**config.mk**
```make
export PLATFORM = sky130hd
export DESIGN_NAME = fic_parser
export DESIGN_NICKNAME = d
export VERILOG_FILES = /design/src/fic_pkg.sv /design/src/fic_parser.sv
export SDC_FILE = /design/constraint.sdc
export NUM_CORES = 1
export LEC_CHECK = 0
export ABC_AREA = 1
export BUFFER_PORTS_ARGS = -buffer_cell sky130_fd_sc_hd__buf_2
export CAP_MARGIN = 40
export CELL_PAD_IN_SITES_DETAIL_PLACEMENT = 1
export CELL_PAD_IN_SITES_GLOBAL_PLACEMENT = 2
export CORE_UTILIZATION = 35
export DETAILED_ROUTE_END_ITERATION = 8
export GPL_TIMING_DRIVEN = 0
export PLACE_DENSITY = 0.8
export SETUP_SLACK_MARGIN = 0.15
export SYNTH_ARGS = -nofsm -noshare
export SYNTH_HDL_FRONTEND = slang
export SYNTH_SLANG_ARGS = --single-unit
```
**constraint.sdc**
```tcl
create_clock -name clk -period 4 [get_ports clk]
set_input_delay 0.2 -clock clk [delete_from_list [all_inputs] [get_ports clk]]
set_output_delay 0.2 -clock clk [all_outputs]
set_load 0.01 [all_outputs]
```
**src/fic_pkg.sv**
```systemverilog
// Package for the firmware image checker: parse phases, status codes and the result item type.
`timescale 1ns / 1ps
`default_nettype none
package fic_pkg;

  localparam int PhaseW = 4;

  localparam logic [PhaseW-1:0] PH_IDLE     = 4'd0;
  localparam logic [PhaseW-1:0] PH_HDR1     = 4'd1;
  localparam logic [PhaseW-1:0] PH_SKIPHDR  = 4'd2;
  localparam logic [PhaseW-1:0] PH_SKIPDATA = 4'd3;
  localparam logic [PhaseW-1:0] PH_HDR2     = 4'd4;
  localparam logic [PhaseW-1:0] PH_SECHDR   = 4'd5;
  localparam logic [PhaseW-1:0] PH_DATA     = 4'd6;
  localparam logic [PhaseW-1:0] PH_CSUM     = 4'd7;
  localparam logic [PhaseW-1:0] PH_DONE     = 4'd8;

  localparam logic [2:0] ST_OK         = 3'd0;
  localparam logic [2:0] ST_NO_FW      = 3'd1;
  localparam logic [2:0] ST_BAD_SECHDR = 3'd2;
  localparam logic [2:0] ST_BAD_MAP    = 3'd3;
  localparam logic [2:0] ST_BAD_CSUM   = 3'd4;

  localparam logic KIND_LOAD    = 1'b0;
  localparam logic KIND_VERDICT = 1'b1;

  localparam logic [7:0] MAGIC_HDR1 = 8'hEA;
  localparam logic [7:0] MAGIC_HDR2 = 8'hE9;
  localparam logic [7:0] XOR_SEED   = 8'hEF;
  localparam logic [7:0] MAP_ANY    = 8'hFF;
  localparam logic [3:0] MAP_ALT    = 4'd2;

  localparam logic CFG_REQUIRED_MAP = 1'b0;
  localparam logic CFG_MAP_CHECK_EN = 1'b1;

  typedef struct packed {
    logic        kind;
    logic [31:0] load_address;
    logic [7:0]  load_data;
    logic [2:0]  status;
    logic [31:0] boot_address;
    logic [3:0]  image_map;
    logic [3:0]  image_mode;
  } fic_result_t;

endpackage
`default_nettype wire

```
**src/fic_parser.sv**
```systemverilog
// Image parser: header and section state, checksum, and the result, if any, for each accepted byte.
`timescale 1ns / 1ps
`default_nettype none
module fic_parser
  import fic_pkg::*;
(
  input  wire logic        clk,
  input  wire logic        rst,
  input  wire logic        accept,
  input  wire logic [7:0]  data_byte,
  input  wire logic        start_of_image,
  input  wire logic [7:0]  required_map,
  input  wire logic        map_check_enable,
  output logic             res_valid,
  output fic_result_t      res
);

  logic [PhaseW-1:0] phase;
  logic [31:0] byte_pos;
  logic [2:0]  field_idx;
  logic [7:0]  sections_left;
  logic [31:0] bytes_left;
  logic [31:0] ram_address;
  logic [7:0]  running_xor;
  logic [31:0] entry_address;
  logic [3:0]  map_nibble;
  logic [3:0]  mode_nibble;
  logic [31:0] csum_offset;

  logic [PhaseW-1:0] phase_next;
  logic [31:0] byte_pos_next;
  logic [2:0]  field_idx_next;
  logic [7:0]  sections_left_next;
  logic [31:0] bytes_left_next;
  logic [31:0] ram_address_next;
  logic [7:0]  running_xor_next;
  logic [31:0] entry_address_next;
  logic [3:0]  map_nibble_next;
  logic [3:0]  mode_nibble_next;
  logic [31:0] csum_offset_next;

  // current view of the state, with a start restoring the cleared values
  logic [PhaseW-1:0] ph_c;
  logic [31:0] pos_c;
  logic [2:0]  idx_c;
  logic [7:0]  sec_c;
  logic [31:0] left_c;
  logic [31:0] addr_c;
  logic [7:0]  xor_c;
  logic [31:0] entry_c;
  logic [3:0]  map_c;
  logic [3:0]  mode_c;
  logic [31:0] csum_c;

  logic        hdr;
  logic        verdict;
  logic [2:0]  verdict_st;
  logic        map_bad;
  logic [7:0]  sec_dec;

  function automatic logic [31:0] put_lane(logic [31:0] w, logic [1:0] lane, logic [7:0] b);
    logic [31:0] r;
    r = w;
    unique case (lane)
      2'd0: r[7:0]   = b;
      2'd1: r[15:8]  = b;
      2'd2: r[23:16] = b;
      2'd3: r[31:24] = b;
      default: r = w;
    endcase
    return r;
  endfunction

  always_comb begin
    if (start_of_image) begin
      ph_c = PH_HDR1;  pos_c = '0;  idx_c = '0;  sec_c = '0;  left_c = '0;
      addr_c = '0;  xor_c = XOR_SEED;  entry_c = '0;  map_c = '0;  mode_c = '0;
      csum_c = '0;
    end else begin
      ph_c = phase;  pos_c = byte_pos;  idx_c = field_idx;  sec_c = sections_left;
      left_c = bytes_left;  addr_c = ram_address;  xor_c = running_xor;
      entry_c = entry_address;  map_c = map_nibble;  mode_c = mode_nibble;
      csum_c = csum_offset;
    end

    phase_next         = ph_c;
    byte_pos_next      = pos_c + 32'd1;
    field_idx_next     = idx_c;
    sections_left_next = sec_c;
    bytes_left_next    = left_c;
    ram_address_next   = addr_c;
    running_xor_next   = xor_c;
    entry_address_next = entry_c;
    map_nibble_next    = map_c;
    mode_nibble_next   = mode_c;
    csum_offset_next   = csum_c;

    hdr        = 1'b0;
    verdict    = 1'b0;
    verdict_st = ST_OK;
    map_bad    = 1'b0;
    sec_dec    = sec_c - 8'd1;
    res_valid  = 1'b0;
    res        = '0;

    unique case (ph_c)
      PH_IDLE, PH_DONE: begin
        byte_pos_next = pos_c;
      end
      PH_HDR1: begin
        hdr = 1'b1;
        if (idx_c == 3'd0 && data_byte != MAGIC_HDR1) begin
          verdict = 1'b1;  verdict_st = ST_NO_FW;
        end else if (idx_c == 3'd1 && data_byte == 8'd0) begin
          verdict = 1'b1;  verdict_st = ST_NO_FW;
        end else if (idx_c == 3'd7) begin
          phase_next = PH_SKIPHDR;
        end
      end
      PH_SKIPHDR: begin
        hdr = 1'b1;
        if (idx_c[2]) begin
          // lanes above the current one were cleared on the first length byte
          bytes_left_next = put_lane((idx_c == 3'd4) ? 32'd0 : left_c, idx_c[1:0], data_byte);
        end
        if (idx_c == 3'd7)
          phase_next = (bytes_left_next != 32'd0) ? PH_SKIPDATA : PH_HDR2;
      end
      PH_SKIPDATA: begin
        bytes_left_next = left_c - 32'd1;
        if (left_c == 32'd1) phase_next = PH_HDR2;
      end
      PH_HDR2: begin
        hdr = 1'b1;
        if (idx_c == 3'd2) mode_nibble_next = data_byte[3:0];
        if (idx_c == 3'd3) map_nibble_next = data_byte[7:4];
        map_bad = map_check_enable && required_map != MAP_ANY &&
                  {4'd0, map_nibble_next} != required_map &&
                  !(map_nibble_next == MAP_ALT && required_map == 8'd0);
        if (idx_c[2])
          entry_address_next = put_lane((idx_c == 3'd4) ? 32'd0 : entry_c, idx_c[1:0],
                                        data_byte);
        if (idx_c == 3'd0 && data_byte != MAGIC_HDR2) begin
          verdict = 1'b1;  verdict_st = ST_BAD_SECHDR;
        end else if (idx_c == 3'd1 && data_byte == 8'd0) begin
          verdict = 1'b1;  verdict_st = ST_BAD_SECHDR;
        end else if (idx_c == 3'd3 && map_bad) begin
          verdict = 1'b1;  verdict_st = ST_BAD_MAP;
        end else begin
          if (idx_c == 3'd1) sections_left_next = data_byte;
          if (idx_c == 3'd7) phase_next = PH_SECHDR;
        end
      end
      PH_SECHDR: begin
        hdr = 1'b1;
        if (!idx_c[2])
          ram_address_next = put_lane((idx_c == 3'd0) ? 32'd0 : addr_c, idx_c[1:0], data_byte);
        else
          bytes_left_next = put_lane((idx_c == 3'd4) ? 32'd0 : left_c, idx_c[1:0], data_byte);
        if (idx_c == 3'd7) begin
          if (bytes_left_next == 32'd0) begin
            sections_left_next = sec_dec;
            if (sec_dec == 8'd0) begin
              csum_offset_next = byte_pos_next | 32'h0000_000F;
              phase_next       = PH_CSUM;
            end else begin
              phase_next = PH_SECHDR;
            end
          end else begin
            phase_next = PH_DATA;
          end
        end
      end
      PH_DATA: begin
        res_valid        = 1'b1;
        res.kind         = KIND_LOAD;
        res.load_address = addr_c;
        res.load_data    = data_byte;
        running_xor_next = xor_c ^ data_byte;
        ram_address_next = addr_c + 32'd1;
        bytes_left_next  = left_c - 32'd1;
        if (left_c == 32'd1) begin
          sections_left_next = sec_dec;
          if (sec_dec == 8'd0) begin
            csum_offset_next = byte_pos_next | 32'h0000_000F;
            phase_next       = PH_CSUM;
          end else begin
            phase_next = PH_SECHDR;
          end
        end
      end
      PH_CSUM: begin
        if (pos_c == csum_c) begin
          verdict    = 1'b1;
          verdict_st = (data_byte == xor_c) ? ST_OK : ST_BAD_CSUM;
        end
      end
      default: begin
        phase_next    = PH_IDLE;
        byte_pos_next = pos_c;
      end
    endcase

    if (hdr) field_idx_next = idx_c + 3'd1;

    if (verdict) begin
      phase_next       = PH_DONE;
      res_valid        = 1'b1;
      res.kind         = KIND_VERDICT;
      res.status       = verdict_st;
      res.boot_address = (verdict_st == ST_OK) ? entry_c : 32'd0;
      res.image_map    = map_nibble_next;
      res.image_mode   = mode_nibble_next;
    end
  end

  always_ff @(posedge clk) begin
    if (rst) begin
      phase <= PH_IDLE;
    end else if (accept) begin
      phase <= phase_next;
    end
  end

  always_ff @(posedge clk) begin
    if (accept) begin
      byte_pos      <= byte_pos_next;
      field_idx     <= field_idx_next;
      sections_left <= sections_left_next;
      bytes_left    <= bytes_left_next;
      ram_address   <= ram_address_next;
      running_xor   <= running_xor_next;
      entry_address <= entry_address_next;
      map_nibble    <= map_nibble_next;
      mode_nibble   <= mode_nibble_next;
      csum_offset   <= csum_offset_next;
    end
  end

endmodule
`default_nettype wire

```
==> results of run 1 <==
-- registers in the layout, summed over array words and instances (netlist names) --
signal         count
entry_address     32
ram_address       32
phase              4
mode_nibble        4
map_nibble         4
bytes_left        32
byte_pos          32
sections_left      8
field_idx          3
running_xor        8
csum_offset       32
-- synthesized netlist by cell type, types with 8 or more instances --
| cell | n | area (um^2) |
|---|---|---|
| buf_1 | 11 | 41.29 |
| nor2_2 | 24 | 150.1 |
| clkbuf_1 | 26 | 97.59 |
| edfxtp_1 | 187 | 5615 |
| o211ai_1 | 29 | 217.7 |
| nor3_1 | 32 | 160.2 |
| o21ai_1 | 26 | 130.1 |
| a21oi_1 | 56 | 280.3 |
| o22ai_1 | 27 | 168.9 |
| ha_1 | 12 | 150.1 |
| xor2_1 | 44 | 385.4 |
| nand2_2 | 15 | 93.84 |
| o221ai_1 | 39 | 341.6 |
| nor2_1 | 341 | 1280 |
| buf_6 | 12 | 135.1 |
| nand4_1 | 34 | 212.7 |
| nand2_1 | 541 | 2031 |
| buf_2 | 23 | 115.1 |
| nand3_1 | 102 | 510.5 |
| inv_2 | 18 | 67.56 |
| inv_1 | 261 | 979.7 |
| o21ai_0 | 131 | 655.6 |
| nor3_2 | 8 | 80.08 |
-- metrics by stage --
step           util [%]  cell area (um^2)  setup TNS (ns)  hold slack (ns)  setup WS (ns)
4_1_cts           40.40             16530               0          0.04764         0.1677
6_report          40.73             16670               0          0.06024         0.3266
3_5_place_dp      38.66             15820          -84.31           0.4305         -1.121
3_3_place_gp      38.39             15710         -125.97           0.4137         -1.085
5_1_grt           40.73             16670               0          0.06747         0.1658
2_1_floorplan         -             14550               0           0.2691         0.5688
-- timing repair --
action / 4_1_cts / 5_1_grt
setup buffers: 2 / 4
endpoints found under the setup margin: 88 / 82
hold buffers: 1 / 0
gates resized for setup: 33 / 29
pin swaps: 2 / 2
endpoints found under the hold margin: 4 / 0
-- cell type report --
| cell class | instances | share of cell area [%] |
|---|---|---|
| flip-flops and latches | 191 | 34.17 |
| inverters | 281 | 6.358 |
| clock buffers | 17 | 2.552 |
| well taps | 532 | 3.993 |
| plain buffers | 78 | 2.875 |
| clock inverters | 15 | 0.9008 |
| multi-input cells | 1519 | 45.19 |
| repair buffers | 112 | 3.963 |
-- layer usage --
layer / vias to the layer above / GRT usage, % / share of wire (%)
met5: - / 0 / 0
met4: 0 / 13.18 / 3.6
met3: 88 / 3.958 / 5.0
met2: 406 / 46.34 / 45
met1: 7461 / 40.07 / 46
li1: 7135 / - / -
-- power by group through the flow --
stage               clock, uW  sequential (uW)  combinational (uW)
finish                   1820             2390                 950
global route             1910             2400                1040
CTS                      1850             2390                 921
detailed placement          0             2430                 901
global placement            0             2440                 869
floorplan                   0             2420                 560
-- worst max-delay path by stage --
| stage | end | slack [ns] | cells after the start |
|---|---|---|---|
| 2_1_floorplan | csum_offset[18] | 0.57 | 25 |
| 3_3_place_gp | res[38] | -1.08 | 21 |
| 3_5_place_dp | res[38] | -1.12 | 21 |
| 4_1_cts | res[3] | 0.17 | 24 |
| 5_1_grt | res[12] | 0.17 | 22 |
| 6_report | res[38] | 0.33 | 22 |
-- cell families (layout without fill, tap and decap cells) --
group,Yosys count,in the layout
AND/OR/NAND/NOR,1129,1129
buffers and inverters,359,503
AO/OA/AOI/OAI,330,330
flip-flops,191,191
XOR/XNOR,48,48
adder cells (fa/ha/maj),12,12
-- worst max-delay path, stage by stage --
cell and delay, ns:
buf_6 0.13, inv_6 0.08, buf_6 0.17, buf_12 0.15, buf_12 0.15, buf_6 0.17
buf_8 0.17, nand2_2 0.11, inv_2 0.10, ha_1 0.13, buf_2 0.21, inv_1 0.11
nor2_4 0.29, nand2_1 0.16, nand2_1 0.12, nor2_1 0.07, nand3_1 0.15, nand4_1 0.09
buf_4 0.19, buf_4 0.19, nor2_2 0.14, buf_2 0.15
-- layout by cell type, fill, tap and decap left out, types with 3 or more instances in the layout --
cell	count
a21oi_1	41
a21oi_2	14
a22oi_1	5
a31oi_1	5
buf_1	11
buf_2	117
buf_4	14
buf_6	14
buf_8	3
clkbuf_1	24
clkbuf_16	17
clkinv_4	4
dfxtp_1	4
edfxtp_1	187
ha_1	10
inv_1	259
inv_2	20
inv_6	7
nand2_1	535
nand2_2	18
nand2_4	4
nand3_1	102
nand3_2	4
nand4_1	34
nor2_1	334
nor2_2	28
nor2_4	9
nor3_1	31
nor3_2	9
nor4_1	6
o2111ai_1	4
o211ai_1	29
o21ai_0	130
o21ai_1	26
o221ai_1	39
o22ai_1	27
or2_2	3
xnor2_1	4
xor2_1	44
==> results.py, run 1 <==
metrics = {
    "power_and_ir_drop": {
        "cellInternalPower_uw": 3475,
        "p_per_area_nw_per_um2": 309.4,
        "p_sw_share_pct": 32.61,
        "power_leakage_uw": 0.007178,
        "clkPwrFrac_pct": 35.3,
        "total_power_uw": 5157,
        "p_seq_share_pct": 46.3,
        "p_sw_uw": 1682,
        "peakVddDrop_mv": 0.2382,
        "comb_power_share_pct": 18.4,
    },
    "synth": {
        "synthFlopType": "edfxtp_1",
        "synth_top_family_by_area": "simple AND/OR/NAND/NOR gates",
        "synth_xor_xnor_area_share_pct": 2.889,
        "syn_nets": 2102,
        "yosysUniqueCellTypes": 52,
        "netlist_area_um2": 14550,
        "synth_compound_area_share_pct": 13.48,
        "synthCells": 2069,
        "synthMuxAreaShare_pct": 0,
        "yosysSeqAreaShare_pct": 39.14,
        "synth_edf_count": 187,
        "synthSimpleGateAreaFrac_pct": 33.18,
        "async_flop_share_pct": 0,
        "yosys.area_share.adder_pct": 1.032,
        "yosys_warnings": 0,
        "ys_seq_elements": 191,
        "syn_avg_cell_area_um2": 7.032,
    },
    "min_path": {
        "hp-start": "accept",
        "min_to": "bytes_left[11]",
        "whs_path_depth": 1,
        "hold_path.class": "in2reg",
    },
    "placed_design": {
        "gp_congestion": 0.9180,
        "io_buffers": 99,
        "place_inst": 2706,
        "place_hpwl_um": 45960,
    },
    "die": {
        "coreArea_um2": 40920,
        "die_w_um": 205.9,
        "die_y_um": 205.9,
        "start_util_pct": 35.55,
        "ios": 106,
        "row_count": 74,
        "dieArea_um2": 42390,
    },
    "critical_path": {
        "endpoint_kind": "output pin",
        "reg2reg_setup_slack_ns": 0.55,
        "crit_type": "in2out",
        "reg2reg_from": "field_idx[2]",
        "worstPathArrival_ns": 3.47,
        "cp-start-kind": "primary input",
        "crit_path_start": "start_of_image",
        "crit_path_max_fanout": 10,
        "cp_data_required_time_ns": 3.80,
        "r2r-end": "sections_left[0]",
        "reg2regPathDepth": 13,
    },
    "global_routing": {
        "antenna_found_initial": 0,
        "grt_pass1_wl_um": 92050,
        "grt_max_degree": 81,
        "grt_pass1_vias": 15090,
        "overflow": 0,
        "grt_usage_pct": 29.43,
    },
    "clock_tree": {
        "cts_buffers": 17,
        "root_buffer": "clkbuf_16",
        "cts_tree": "yes",
        "clkTransAtPathRegs_ns": 0.08,
        "clkSinkCount": 191,
        "clkLatencyLatePin_ns": 0.51,
        "clockBufferDepth": 2,
        "htreeDepth": 4,
    },
    "routing": {
        "vias_per_cell": 5.497,
        "wirelength_um": 61080,
        "detail-route-antenna-nets": 0,
        "wl_per_cell_um": 22.25,
        "drc": 0,
        "first_pass_iters": 5,
        "vias": 15090,
        "drt_iter0_drc": 1071,
    },
    "timing": {
        "tightest_slew_ns": 1.017,
        "fmax_mhz": 272.2,
        "maxSlewViolCount": 0,
        "maxSlewHeadroom_pct": 31.60,
        "fin_crit_sh_pct": 91.83,
        "rsz0062_at_grt": "false",
        "setup_viol": 0,
        "hold_viol_final": 0,
        "skew_ns": 0.01006,
        "period_minus_slack_ns": 3.673,
    },
    "status": {
        "status": "complete, no violations",
    },
    "finish": {
        "seq_area_um2": 5695,
        "nNetsFinal": 2233,
        "num_antenna_cells": 0,
        "instances_no_fill": 2745,
        "fillers": 5289,
        "multi_input_area_um2": 7532,
        "syn_to_final_growth_pct": 14.56,
        "drive_gt1_share_pct": 13.92,
    },
    "run": {
        "cap_violations": 0,
    },
}
(Power assumes the default switching activity.)
==> run 2, diff against run 1 <==
--- a/config.mk
+++ b/config.mk
@@ -10,10 +10,11 @@
 export CAP_MARGIN = 40
 export CELL_PAD_IN_SITES_DETAIL_PLACEMENT = 1
 export CELL_PAD_IN_SITES_GLOBAL_PLACEMENT = 2
-export CORE_UTILIZATION = 35
+export CORE_UTILIZATION = 36
+export CTS_BUF_LIST = sky130_fd_sc_hd__clkbuf_2
 export DETAILED_ROUTE_END_ITERATION = 8
 export GPL_TIMING_DRIVEN = 0
-export PLACE_DENSITY = 0.8
+export PLACE_DENSITY = 0.82
 export SETUP_SLACK_MARGIN = 0.15
 export SYNTH_ARGS = -nofsm -noshare
 export SYNTH_HDL_FRONTEND = slang
==> constraint.sdc (replaced) <==
create_clock -name clk -period 4 [get_ports clk]
set_input_delay 0 -clock clk [delete_from_list [all_inputs] [get_ports clk]]
set_output_delay 0 -clock clk [all_outputs]
set_load 0.01 [all_outputs]
==> results.py, run 2 (synthesized netlist as in run 1, its figures left out) <==
metrics = {
    "global_routing": {
        "grt_usage_pct": 31.37,
        "antenna_found_initial": 2,
        "grt_max_degree": 82,
        "grt_pass1_wl_um": 96340,
        "grt_pass1_vias": 15980,
        "overflow": 0,
    },
    "timing": {
        "maxSlewViolCount": 0,
        "setup_viol": 0,
        "fmax_mhz": 266.2,
        "fin_crit_sh_pct": 93.91,
        "maxSlewHeadroom_pct": 39.16,
        "tightest_slew_ns": 0.9126,
        "hold_viol_final": 0,
        "skew_ns": 0.06167,
        "rsz0062_at_grt": "true",
        "period_minus_slack_ns": 3.757,
        "setup_slack_ns": 0.2434,
    },
    "clock_tree": {
        "root_buffer": "clkbuf_2",
        "clockBufferDepth": 2,
        "clkLatencyLatePin_ns": 1.14,
        "cts_tree": "yes",
        "clkSinkCount": 191,
        "clkTransAtPathRegs_ns": 0.32,
        "htreeDepth": 4,
        "cts_buffers": 17,
    },
    "finish": {
        "drive_gt1_share_pct": 12.89,
        "post-route-util_pct": 45.48,
        "final_common_cell": "nand2_1",
        "nNetsFinal": 2410,
        "syn_to_final_growth_pct": 24.48,
        "final_cell_mix": "nand2_1 (537), nor2_1 (331), inv_1 (257)",
    },
    "min_path": {
        "hold_path.class": "in2reg",
        "whs_path_depth": 9,
    },
    "die": {
        "start_util_pct": 36.54,
        "die_w_um": 203.0,
        "row_count": 73,
        "die_y_um": 203.0,
        "coreArea_um2": 39820,
        "dieArea_um2": 41230,
        "ios": 106,
    },
    "critical_path": {
        "reg2reg_setup_slack_ns": 0.24,
        "endpoint_kind": "flop",
        "crit_type": "reg2reg",
        "cp_data_required_time_ns": 4.93,
        "reg2regPathDepth": 10,
        "cp-start-kind": "flop",
        "worstPathArrival_ns": 4.68,
        "crit_path_max_fanout": 10,
    },
    "placed_design": {
        "io_buffers": 99,
        "place_hpwl_um": 45380,
        "gp_congestion": 0.9077,
        "place_ws_ns": -0.9061,
    },
    "routing": {
        "drt_iter0_drc": 1357,
        "vias": 15960,
        "wl_per_cell_um": 21.99,
        "wirelength_um": 64200,
        "first_pass_iters": 5,
        "drc": 0,
        "detail-route-antenna-nets": 0,
        "vias_per_cell": 5.467,
    },
    "status": {
        "status": "complete, no violations",
    },
    "power_and_ir_drop": {
        "p_per_area_nw_per_um2": 258.6,
        "power_leakage_uw": 0.007751,
        "peakVddDrop_mv": 0.3002,
    },
    "run": {
        "cap_violations": 0,
    },
}
## run 2: area by class of cell
class | instances | area [um^2]
fillers | 5177 | 21710
multi-input cells | 1519 | 7503
flip-flops and latches | 191 | 5697
repair buffers | 289 | 2461
inverters | 281 | 1069
well taps | 525 | 656.9
plain buffers | 78 | 447.9
clock inverters | 15 | 182.7
clock buffers | 17 | 85.08
diodes | 4 | 10.01
## run 2: final timing paths
kind / from / endpoint
max reg2reg: phase[0] / entry_address[22]
min reg2reg: phase[1] / phase[1]
max: phase[0] / entry_address[22]
min: start_of_image / csum_offset[30]
## run 2: stage by stage
stage / cells / setup TNS [ns] / area [um^2] / power (uW) / hold WS, ns
floorplan: 2069 / 0 / 14550 / 2976 / 0.06907
global placement: 2693 / -54.66 / 15700 / 3307 / 0.2116
detailed placement: 2699 / -54.66 / 15820 / 3329 / 0.2220
CTS: 2908 / 0 / 17960 / 4664 / 0.03397
global route: 2919 / 0 / 18110 / 4861 / 0.08518
finish: 2919 / 0 / 18110 / 4683 / 0.1206
## run 2: worst max-delay path, stage by stage, from the launching register on
cell	delay [ns]
dfxtp_1	0.52
nor2_2	0.11
inv_1	0.09
nor2_1	0.04
nand2_1	0.53
clkinvlp_4	0.55
clkbuf_1	0.35
nand2_1	0.11
dlygate4sd3_1	0.55
o21ai_0	0.09
dlygate4sd3_1	0.60
## run 2: timing repair
item / CTS / global route
hold buffers: 174 / 1
setup buffers: 3 / 7
hold endpoints to repair: 373 / 31
gates resized for setup: 26 / 27
pin swaps: 2 / 7
setup endpoints to repair: 44 / 92
## run 2: metal layers
layer  up-vias  GRT usage [%]  wire, um
met2       518          50.48     29450
met5         -              0         0
met4         0          12.92      2447
met1      7859          41.67     28730
li1       7478              -         -
met3       102          5.185      3569
## run 2: where the power goes
group	total [uW]	internal, uW	leakage, uW	switching (uW)
logic	1080	361	0.00567	718
registers	2390	2340	0.00192	51.3
clock network	1220	363	0.000155	852
total	4680	3060	0.00775	1620
